--- config.mk ---
export PLATFORM = sky130hd
export DESIGN_NAME = delimited_segment_reverser
export DESIGN_NICKNAME = d
export VERILOG_FILES = /design/src/design/dsr_pkg.sv /design/src/design/dsr_front.sv /design/src/design/dsr_cmd_fifo.sv /design/src/design/dsr_back.sv /design/src/design/delimited_segment_reverser.sv
export SDC_FILE = /design/constraint.sdc
export NUM_CORES = 1
export LEC_CHECK = 0
export ABC_AREA = 1
export BUFFER_PORTS_ARGS = -buffer_cell sky130_fd_sc_hd__buf_2
export CORE_MARGIN = 1.5
export CORE_UTILIZATION = 43
export DETAILED_ROUTE_END_ITERATION = 8
export PLACE_DENSITY = 0.62
export SLEW_MARGIN = 10
export SYNTH_ARGS = -nofsm -noshare
export SYNTH_HDL_FRONTEND = slang
export SYNTH_SLANG_ARGS = --single-unit
--- constraint.sdc ---
create_clock -name i_clk -period 3 [get_ports i_clk]
set_input_delay 0.45 -clock i_clk [delete_from_list [all_inputs] [get_ports i_clk]]
set_output_delay 0.45 -clock i_clk [all_outputs]
set_load 0.02 [all_outputs]
--- src/design/dsr_pkg.sv ---
// Shared types and constants for the delimited segment reverser.
package dsr_pkg;

    localparam logic [7:0] END_BYTE    = 8'd0;
    localparam logic [7:0] DELIM_RESET = 8'd35;
    localparam int         CMD_DEPTH   = 4;

    typedef enum logic [1:0] {
        CMD_PASS,
        CMD_PUSH,
        CMD_FLUSH,
        CMD_CLEAR
    } t_cmd_op;

    typedef struct packed {
        t_cmd_op    op;
        logic [7:0] data;
    } t_cmd;

endpackage

--- src/design/dsr_front.sv ---
// Front end: delimiter register, segment tracking and command generation.
module dsr_front (
    input  logic         i_clk,
    input  logic         i_rst_n,
    input  logic         i_cfg_we,
    input  logic [7:0]   i_cfg_wdata,
    input  logic         i_accept,
    input  logic [7:0]   i_in_char,
    output logic         o_cmd_push,
    output dsr_pkg::t_cmd o_cmd
);
    import dsr_pkg::*;

    logic [7:0] r_delim;
    logic       r_inside;
    logic       n_inside;
    logic       is_end;
    logic       is_delim;

    assign is_end   = (i_in_char == END_BYTE);
    assign is_delim = (i_in_char == r_delim);

    always_comb begin
        n_inside    = r_inside;
        o_cmd_push  = 1'b0;
        o_cmd.op    = CMD_PASS;
        o_cmd.data  = i_in_char;
        if (i_accept) begin
            priority if (is_end) begin
                n_inside   = 1'b0;
                o_cmd_push = 1'b1;
                o_cmd.op   = CMD_CLEAR;
            end else if (!r_inside) begin
                if (is_delim) begin
                    n_inside = 1'b1;
                end else begin
                    o_cmd_push = 1'b1;
                    o_cmd.op   = CMD_PASS;
                end
            end else if (is_delim) begin
                n_inside   = 1'b0;
                o_cmd_push = 1'b1;
                o_cmd.op   = CMD_FLUSH;
            end else begin
                o_cmd_push = 1'b1;
                o_cmd.op   = CMD_PUSH;
            end
        end
    end

    always_ff @(posedge i_clk) begin
        if (!i_rst_n) begin
            r_delim  <= DELIM_RESET;
            r_inside <= 1'b0;
        end else begin
            if (i_cfg_we) begin
                r_delim <= i_cfg_wdata;
            end
            r_inside <= n_inside;
        end
    end

endmodule

--- src/design/dsr_cmd_fifo.sv ---
// Short command queue between the front end and the stack engine.
module dsr_cmd_fifo (
    input  logic          i_clk,
    input  logic          i_rst_n,
    input  logic          i_wr,
    input  dsr_pkg::t_cmd i_cmd,
    output logic          o_full,
    input  logic          i_rd,
    output logic          o_valid,
    output dsr_pkg::t_cmd o_cmd
);
    import dsr_pkg::*;

    localparam int PW = $clog2(CMD_DEPTH);
    localparam int CW = $clog2(CMD_DEPTH + 1);

    t_cmd          r_mem [CMD_DEPTH];
    logic [PW-1:0] r_wptr;
    logic [PW-1:0] r_rptr;
    logic [CW-1:0] r_count;
    logic          wr_en;
    logic          rd_en;

    assign o_full  = (r_count == CW'(CMD_DEPTH));
    assign o_valid = (r_count != '0);
    assign o_cmd   = r_mem[r_rptr];
    assign wr_en   = i_wr && !o_full;
    assign rd_en   = i_rd && o_valid;

    always_ff @(posedge i_clk) begin
        if (wr_en) begin
            r_mem[r_wptr] <= i_cmd;
        end
    end

    always_ff @(posedge i_clk) begin
        if (!i_rst_n) begin
            r_wptr  <= '0;
            r_rptr  <= '0;
            r_count <= '0;
        end else begin
            if (wr_en) begin
                r_wptr <= r_wptr + PW'(1);
            end
            if (rd_en) begin
                r_rptr <= r_rptr + PW'(1);
            end
            unique case ({wr_en, rd_en})
                2'b10:   r_count <= r_count + CW'(1);
                2'b01:   r_count <= r_count - CW'(1);
                default: r_count <= r_count;
            endcase
        end
    end

    a_count_bound: assert property (@(posedge i_clk) disable iff (!i_rst_n)
        r_count <= CW'(CMD_DEPTH))
        else $error("command queue count out of range");

    a_no_overflow: assert property (@(posedge i_clk) disable iff (!i_rst_n)
        i_wr |-> !o_full)
        else $error("command written into full queue");

    a_ptr_gap: assert property (@(posedge i_clk) disable iff (!i_rst_n)
        (r_count == '0) |-> (r_wptr == r_rptr))
        else $error("queue pointers disagree with count");

endmodule

--- src/design/dsr_back.sv ---
// Stack engine: executes commands and drives the result register.
module dsr_back #(
    parameter int STACK_DEPTH = 64
) (
    input  logic          i_clk,
    input  logic          i_rst_n,
    input  logic          i_cmd_valid,
    input  dsr_pkg::t_cmd i_cmd,
    output logic          o_cmd_pop,
    input  logic          i_pop,
    output logic          o_empty,
    output logic [7:0]    o_out_char,
    output logic          o_last
);
    import dsr_pkg::*;

    localparam int AW = (STACK_DEPTH > 1) ? $clog2(STACK_DEPTH) : 1;
    localparam int FW = $clog2(STACK_DEPTH + 1);

    typedef enum logic [1:0] {
        ST_IDLE,
        ST_RD,
        ST_EMIT
    } t_state;

    t_state        r_state;
    logic [FW-1:0] r_fill;
    logic [7:0]    r_mem [STACK_DEPTH];
    logic [7:0]    r_rd_data;
    logic          r_out_valid;
    logic [7:0]    r_out_char;
    logic          r_out_last;
    logic          slot_free;
    logic          stack_full;
    logic          mem_wr;
    logic          out_load;
    logic [FW-1:0] fill_dec;
    logic [AW-1:0] rd_addr;
    logic [AW-1:0] wr_addr;

    assign slot_free  = !r_out_valid || i_pop;
    assign stack_full = (r_fill == FW'(STACK_DEPTH));
    assign fill_dec   = r_fill - FW'(1);
    assign rd_addr    = fill_dec[AW-1:0];
    assign wr_addr    = r_fill[AW-1:0];

    assign o_empty    = !r_out_valid;
    assign o_out_char = r_out_char;
    assign o_last     = r_out_last;

    always_comb begin
        o_cmd_pop = 1'b0;
        if (r_state == ST_IDLE && i_cmd_valid) begin
            o_cmd_pop = (i_cmd.op != CMD_PASS) || slot_free;
        end
    end

    assign mem_wr   = o_cmd_pop && (i_cmd.op == CMD_PUSH) && !stack_full;
    assign out_load = (r_state == ST_IDLE && o_cmd_pop && i_cmd.op == CMD_PASS) ||
                      (r_state == ST_EMIT && slot_free);

    always_ff @(posedge i_clk) begin
        if (mem_wr) begin
            r_mem[wr_addr] <= i_cmd.data;
        end
        if (r_state == ST_RD) begin
            r_rd_data <= r_mem[rd_addr];
        end
    end

    always_ff @(posedge i_clk) begin
        if (!i_rst_n) begin
            r_state     <= ST_IDLE;
            r_fill      <= '0;
            r_out_valid <= 1'b0;
        end else begin
            if (out_load) begin
                r_out_valid <= 1'b1;
            end else if (i_pop && r_out_valid) begin
                r_out_valid <= 1'b0;
            end
            unique case (r_state)
                ST_IDLE: begin
                    if (o_cmd_pop) begin
                        unique case (i_cmd.op)
                            CMD_PASS: begin
                                r_out_char  <= i_cmd.data;
                                r_out_last  <= 1'b1;
                            end
                            CMD_PUSH: begin
                                if (!stack_full) begin
                                    r_fill <= r_fill + FW'(1);
                                end
                            end
                            CMD_FLUSH: begin
                                if (r_fill != '0) begin
                                    r_state <= ST_RD;
                                end
                            end
                            CMD_CLEAR: begin
                                r_fill <= '0;
                            end
                            default: r_fill <= r_fill;
                        endcase
                    end
                end
                ST_RD: begin
                    r_fill  <= fill_dec;
                    r_state <= ST_EMIT;
                end
                ST_EMIT: begin
                    if (slot_free) begin
                        r_out_char  <= r_rd_data;
                        r_out_last  <= (r_fill == '0);
                        r_state     <= (r_fill == '0) ? ST_IDLE : ST_RD;
                    end
                end
                default: r_state <= ST_IDLE;
            endcase
        end
    end

    a_fill_bound: assert property (@(posedge i_clk) disable iff (!i_rst_n)
        r_fill <= FW'(STACK_DEPTH))
        else $error("stack fill beyond depth");

    a_rd_nonempty: assert property (@(posedge i_clk) disable iff (!i_rst_n)
        (r_state == ST_RD) |-> (r_fill != '0))
        else $error("stack read while empty");

    a_last_on_drain: assert property (@(posedge i_clk) disable iff (!i_rst_n)
        (r_state == ST_EMIT && slot_free && r_fill == '0) |=> (r_out_valid && r_out_last))
        else $error("final drained byte not marked last");

endmodule

--- src/design/delimited_segment_reverser.sv ---
// Top level of the delimited segment reverser.
// A byte is taken in every cycle while the four-entry command queue has room; a
// pass-through byte yields one result as soon as the result register is free.
// A closing delimiter drains the stack one stacked byte at a time, first reading
// the single-port stack memory and then loading the result register, which
// waits in the back end while the result register is still full; the front
// keeps accepting meanwhile until the queue fills. No clearing pass after reset.
module delimited_segment_reverser #(
    parameter int STACK_DEPTH = 64
) (
    input  logic       i_clk,
    input  logic       i_rst_n,
    input  logic       i_cfg_we,
    input  logic [7:0] i_cfg_wdata,
    input  logic       push,
    output logic       full,
    input  logic [7:0] i_in_char,
    output logic       empty,
    input  logic       pop,
    output logic [7:0] o_out_char,
    output logic       o_last
);
    import dsr_pkg::*;

    logic accept;
    logic cmd_push;
    t_cmd cmd_in;
    logic cmd_valid;
    logic cmd_pop;
    t_cmd cmd_out;

    assign accept = push && !full;

    dsr_front u_front (
        .i_clk       (i_clk),
        .i_rst_n     (i_rst_n),
        .i_cfg_we    (i_cfg_we),
        .i_cfg_wdata (i_cfg_wdata),
        .i_accept    (accept),
        .i_in_char   (i_in_char),
        .o_cmd_push  (cmd_push),
        .o_cmd       (cmd_in)
    );

    dsr_cmd_fifo u_cmd_fifo (
        .i_clk   (i_clk),
        .i_rst_n (i_rst_n),
        .i_wr    (cmd_push),
        .i_cmd   (cmd_in),
        .o_full  (full),
        .i_rd    (cmd_pop),
        .o_valid (cmd_valid),
        .o_cmd   (cmd_out)
    );

    dsr_back #(
        .STACK_DEPTH (STACK_DEPTH)
    ) u_back (
        .i_clk       (i_clk),
        .i_rst_n     (i_rst_n),
        .i_cmd_valid (cmd_valid),
        .i_cmd       (cmd_out),
        .o_cmd_pop   (cmd_pop),
        .i_pop       (pop),
        .o_empty     (empty),
        .o_out_char  (o_out_char),
        .o_last      (o_last)
    );

endmodule
Yosys cells after proc, flatten, opt, wreduce, memory -nomap -nowiden
Memory sizes are Yosys's and may differ from the RTL's. A register that Yosys moved wholly into a read port is not among the register bits.
Cells that the tools add are included.
{ "op_classes": {"n_addsub": 6, "n_mul": 0, "div_mod_pow": 0, "order_cmp": 0, "n_eq_ne": 17, "shift": 0, "muxes": 39, "bitwise": 0, "n_reduce_logical": 30} }
{ "op_table": {"columns": ["op", "n"], "rows": [
  ["$pmux W7 S2", 2],
  ["$mux W8", 3],
  ["$mux W2", 10],
  ["$mux W1", 18],
  ["$pmux W8 S2", 1],
  ["$mux W7", 2],
  ["$logic_and A1 B1 Y1", 10],
  ["$reduce_bool A2 Y1", 5],
  ["$eq A2 B2 Y1 const B", 4],
  ["$eq A8 B8 Y1", 1],
  ["$logic_not A8 Y1", 1],
  ["$reduce_and A4 Y1", 2],
  ["$add A7 B1 Y7 const B", 1],
  ["$eq A7 B7 Y1 const B", 1],
  ["$logic_not A7 Y1", 1],
  ["$reduce_bool A7 Y1", 1],
  ["$sub A7 B1 Y7 const B", 1],
  ["$eq A2 B1 Y1 const B", 3],
  ["$ne A2 B2 Y1 const B", 3],
  ["$pmux W2 S3", 1],
  ["$pmux W3 S2", 1],
  ["$reduce_and A5 Y1", 1],
  ["$add A2 B1 Y2 const B", 2],
  ["$logic_not A2 Y1", 2],
  ["10 further kinds", 15]
]} }
{ "word_totals": {"reg_bits": 35, "latch_bits": 0, "mem_bits_rw": 552, "romBits": 0, "wordCells": 104, "mem_count": 2} }
{ "memory_table": {"columns": ["name", "depth", "word_bits", "read_ports", "rd_ports_with_merged_regs", "wr", "line_no", "text"], "rows": [
  ["u_back.r_mem", 64, 8, 1, 1, 1, "dsr_back.sv:28", "logic [7:0] r_mem [STACK_DEPTH];"],
  ["u_cmd_fifo.r_mem", 4, 10, 1, 1, 1, "dsr_cmd_fifo.sv:17", "t_cmd r_mem [CMD_DEPTH];"]
]} }

Logic depth before layout (Yosys ltp)
{ "depth": {"depth_word": 8, "ltp_mapped": 17, "ltp_nobuf": 15} }

Hierarchy
From an unflattened synthesis, not the netlist that was laid out.
{ "hier_totals": {"cells_unflattened": 2460, "area_unflattened_um2": 25588.3} }
{ "modules_own_cells": {"columns": ["module", "n_inst", "cells_per_inst", "area_each_um2", "seq_area_each_um2"], "rows": [
  ["dsr_back", 1, 2211, 23027.1, 16085.4],
  ["dsr_cmd_fifo", 1, 166, 1979.4, 1381.3],
  ["dsr_front", 1, 81, 571.8, 180.2],
  ["delimited_segment_reverser", 1, 2, 10.0, 0.0]
]} }

Least setup slack after synthesis
OpenSTA, ideal clock, no wires.
{ "synth_path": {"path_type": "register -> register", "start": "register (tool-made name)", "end": "memory u_back.r_mem[0][5] (data pin)", "setup_ns": 0.559, "t_arrival_ns": 2.735, "setup_slack_ns": -0.294, "stages_incl_launch_ff": 6, "n_path_buf": 2, "period_less_slack_ns": 3.294, "cell_sequence": "dfxtp_1 > inv_1 > buf_2 > clkbuf_1 > o21ai_0 > o22ai_1"} }
{ "synth_rtl": {"columns": ["item", "line_no"], "rows": [
  ["end: declaration", "dsr_back.sv:28"]
]} }

Worst setup path in the final report
{ "layout_path": {"start": "register u_back.r_fill[1]", "end": "memory u_back.r_mem[40][6] (netlist: u_back.r_mem[20][6]) (enable)"} }
{ "layout_between": {"elab_chain_len": 5} }
{ "layout_lines": {"columns": ["item", "line_no", "text"], "rows": [
  ["start: declaration", "dsr_back.sv:27", "logic [FW-1:0] r_fill;"],
  ["start signal: assignment", "dsr_back.sv:92", "r_fill <= r_fill + FW'(1);"],
  ["start signal: assignment", "dsr_back.sv:103", "default: r_fill <= r_fill;"],
  ["start signal: assignment", "dsr_back.sv:108", "r_fill <= fill_dec;"],
  ["$eq A7 B7 Y1", "dsr_back.sv:42", "assign stack_full = (r_fill == FW'(STACK_DEPTH));"],
  ["$logic_not A1 Y1", "dsr_back.sv:58", "assign mem_wr = o_cmd_pop && (i_cmd.op == CMD_PUSH) && !stack_full;"],
  ["$logic_and A1 B1 Y1", "dsr_back.sv:58", null],
  ["$mux W1", "dsr_back.sv:63", "if (mem_wr) begin"],
  ["$mux W1 (implied by the code)", "dsr_back.sv:64", "r_mem[wr_addr] <= i_cmd.data;"]
]} }
Several ways; a longest one is shown, not always the timed one.

==> flow_summary_export.csv <==
group,metric,value,unit
global_routing,grt.total_usage,20.34,%
global_routing,grt_max_degree,126,
sta,slew_headroom,22.22,%
floorplan,die_x,242.4,um
finish,ff_latch_area,17650,um2
synth,yosys_warnings,0,
setup_path,cp_cell_sequence,"inv_1, ha_4, nand4_1, nand2_1, nor3_4, nand2_2, nor2_1",
clock_tree,post_cts_buffers,0,
hold_path,min-delay-start,"i_cfg_wdata[5]",
global_routing,antenna_found_initial,0,
route,firstDrtPassIters,5,
clock_tree,path_clk_slew,60,ps
place,gp_congestion,0.8806,
synth,yosysMostFrequentCell,"nor2_1",
synth,yosys-top-cells-area,"edfxtp_1 69%, nor2_1 9.0%, o21ai_0 5.7%, nand3_1 4.7%, dfxtp_1 2.3%",
synth,synth_top_cell_by_area,"edfxtp_1",
finish,multiInputGateArea,6305,um2
clock_tree,clk_latency,640,ps
clock_tree,holdBufCountCts,0,
sta,fin_skew,23.95,ps
setup_path,end_kind,"register",
power_and_ir_drop,power.total,31.92,mW
floorplan,rows,87,
setup_path,r2r_start,"u_back.r_fill[1]$_SDFFE_PN0P_",
route,ant_nets,0,
sta,max_slew.worst_pin.slew,1167,ps
synth,synth_ff_type,"edfxtp_1",
setup_path,worst_path_max_delay_cell,"nor2_1",
sta,min_period_over_period,91.83,%
sta,timing.setup.tns,0,ps
synth,synth_top_area_share,69.33,%
finish,syn2layout_area_growth,14.69,%
global_routing,first_global_vias,15770,
setup_path,r2r-end,"u_back.r_mem[20][6]$_DFFE_PP_",
hold_path,min_to,"u_front.r_delim[5]$_SDFFE_PN1P_",
synth,yosysUniqueCellTypes,37,
synth,ys_seq_elements,597,
global_routing,grt_pass1_wl,92.55,mm
floorplan,start_util,43.62,%
sta,final_hold_viol_count,0,
floorplan,coreArea,56500,um2
synth,synth_common_cells,"589 x nor2_1, 569 x edfxtp_1, 279 x o21ai_0",
floorplan,die_y,242.4,um
sta,max_freq,363.0,MHz
clock_tree,clockBufferDepth,3,
route,totalWireLength,59.72,mm
synth,yosysSeqAreaShare,71.60,%
clock_tree,cts_resized,0,
sta,final-setup-viol-count,0,
synth,netlist_area,24640,um2
setup_path,crit_fanout,8,
finish,final_nets,2242,
clock_tree,root_buffer,"clkbuf_16",
finish,drive_gt1_share,11.03,%
setup_path,rrSetupSlack,250,ps
place,portBuffers,31,
place,dp_hpwl,35.60,mm
synth,syn_nets,2172,
route,drt_iter0_drc,1947,
clock_tree,cts_tree,"yes",
hold_path,hold_depth,3,
setup_path,cp.arrival,3000,ps
synth,synthCells,2139,
setup_path,rr_worst_depth,7,
setup_path,critPathBufInv,1,
run_status,status,"complete, no violations",
clock_tree,cts.sinks,597,
power_and_ir_drop,p_leak,9.786,nW
route,vias,16300,
clock_tree,cts_buffers,60,
hold_path,hp-class,"primary input to register",
route,wl_per_cell,19.81,um
clock_tree,cts_max_level,2,
floorplan,dieArea,58760,um2
floorplan,io_pins,32,
synth,syn_area_per_cell,11.52,um2
run,drv_cap,0,
finish,fillerInstances,4893,
setup_path,start_kind,"register",
setup_path,crit_required,3250,ps
synth,async_flop_share,0,%
power_and_ir_drop,peakVddDrop,0.6558,mV
global_routing,gr-total-overflow,0,
sta,fin_crit,2755,ps
route,vias_per_cell,5.407,
route,drc,0,
setup_path,cpPeakStageDelay,640,ps
finish,n_antenna_cell,0,
synth,synth_edf_count,569,
setup_path,critical-path-top-delay-family,"simple AND/OR/NAND/NOR gates",
power_and_ir_drop,power.density,1129,nW/um2
sta,rsz0062_at_grt,"no",
sta,slew_violations,0,
setup_path,worst-setup-path-type,"register to register",
sta,holdWs,28.97,ps
## registers in the layout, indices dropped and copies added, names as in the netlist, named ones only
register / cells
u_back.o_last: 1
u_back.o_out_char: 8
u_back.r_fill: 7
u_back.r_mem: 512
u_back.r_out_valid: 1
u_back.r_rd_data: 8
u_back.r_state: 2
u_cmd_fifo.r_count: 3
u_cmd_fifo.r_mem: 40
u_cmd_fifo.r_rptr: 2
u_cmd_fifo.r_wptr: 2
u_front.r_delim: 8
u_front.r_inside: 1
## cell usage in the layout (no fill, tap or decap), types with 27 or more instances in the layout
cell type and n:
o211ai_1 38, clkbuf_16 60, nand3_1 231, buf_2 31, nor2_1 589, edfxtp_1 569
nand2_1 129, buf_4 87, o21ai_0 279, inv_1 66, dfxtp_1 27
## per-stage QoR
step / std cells / setup slack (ps) / utilization (%) / area (um2)
global route: 3014 / 52.19 / 50.03 / 28270
finish: 3014 / 245.1 / 50.03 / 28270
CTS: 3014 / 272.6 / 50.03 / 28270
global placement: 2903 / 214.0 / 46.39 / 26210
detailed placement: 2903 / 292.7 / 46.39 / 26210
floorplan: 2139 / 208.9 / - / 24690
## cells by family after synthesis
group | after synthesis | synth area share (%)
flops | 597 | 71.60
buf+inv | 194 | 3.341
xor+xnor | 11 | 0.4975
simple gates | 978 | 16.41
compound gates | 347 | 7.509
fa+ha+maj | 12 | 0.6397
## layout make-up
class,count,area share (%)
multi-input cells,1348,22.31
well taps,756,3.346
clock buffers,74,5.604
repair buffers,129,3.639
flip-flops and latches,597,62.45
inverters,73,0.9915
clock inverters,37,1.669
## routing by layer
metal  GRT usage [%]  wire length (um)
met3           3.379              4194
met1           28.15             25960
met4           7.261              1820
met5           1.471               118
met2           32.33             27630
## power breakdown
group | internal [mW] | leakage (nW) | switching, mW
Clock | 4.62 | 1.01 | 3.15
Sequential | 11.0 | 5.35 | 0.160
Combinational | 3.60 | 3.43 | 9.42
## worst register-to-register path: stages, from the launching register on
cell,delay (ps)
dfxtp_1,430
inv_1,200
ha_4,210
nand4_1,90
nand2_1,130
nor3_4,360
nand2_2,310
nor2_1,640
## how the worst max path moves through the flow
stage | to | start | cells past startpoint | slack, ps
3_5_place_dp | u_back.r_mem[28][5]$_DFFE_PP_ | u_back.r_fill[1]$_SDFFE_PN0P_ | 7 | 290
5_1_grt | u_back.r_mem[36][1]$_DFFE_PP_ | register | 9 | 50
2_1_floorplan | u_back.r_mem[31][0]$_DFFE_PP_ | u_back.r_fill[0]$_SDFFE_PN0P_ | 12 | 210
4_1_cts | u_back.r_mem[28][5]$_DFFE_PP_ | u_back.r_fill[1]$_SDFFE_PN0P_ | 7 | 270
6_report | u_back.r_mem[20][6]$_DFFE_PP_ | u_back.r_fill[1]$_SDFFE_PN0P_ | 7 | 250
3_3_place_gp | u_cmd_fifo.r_count[2]$_SDFFE_PN0P_ | i_in_char[7] | 16 | 210
Power figures use the tool's default switching activity.
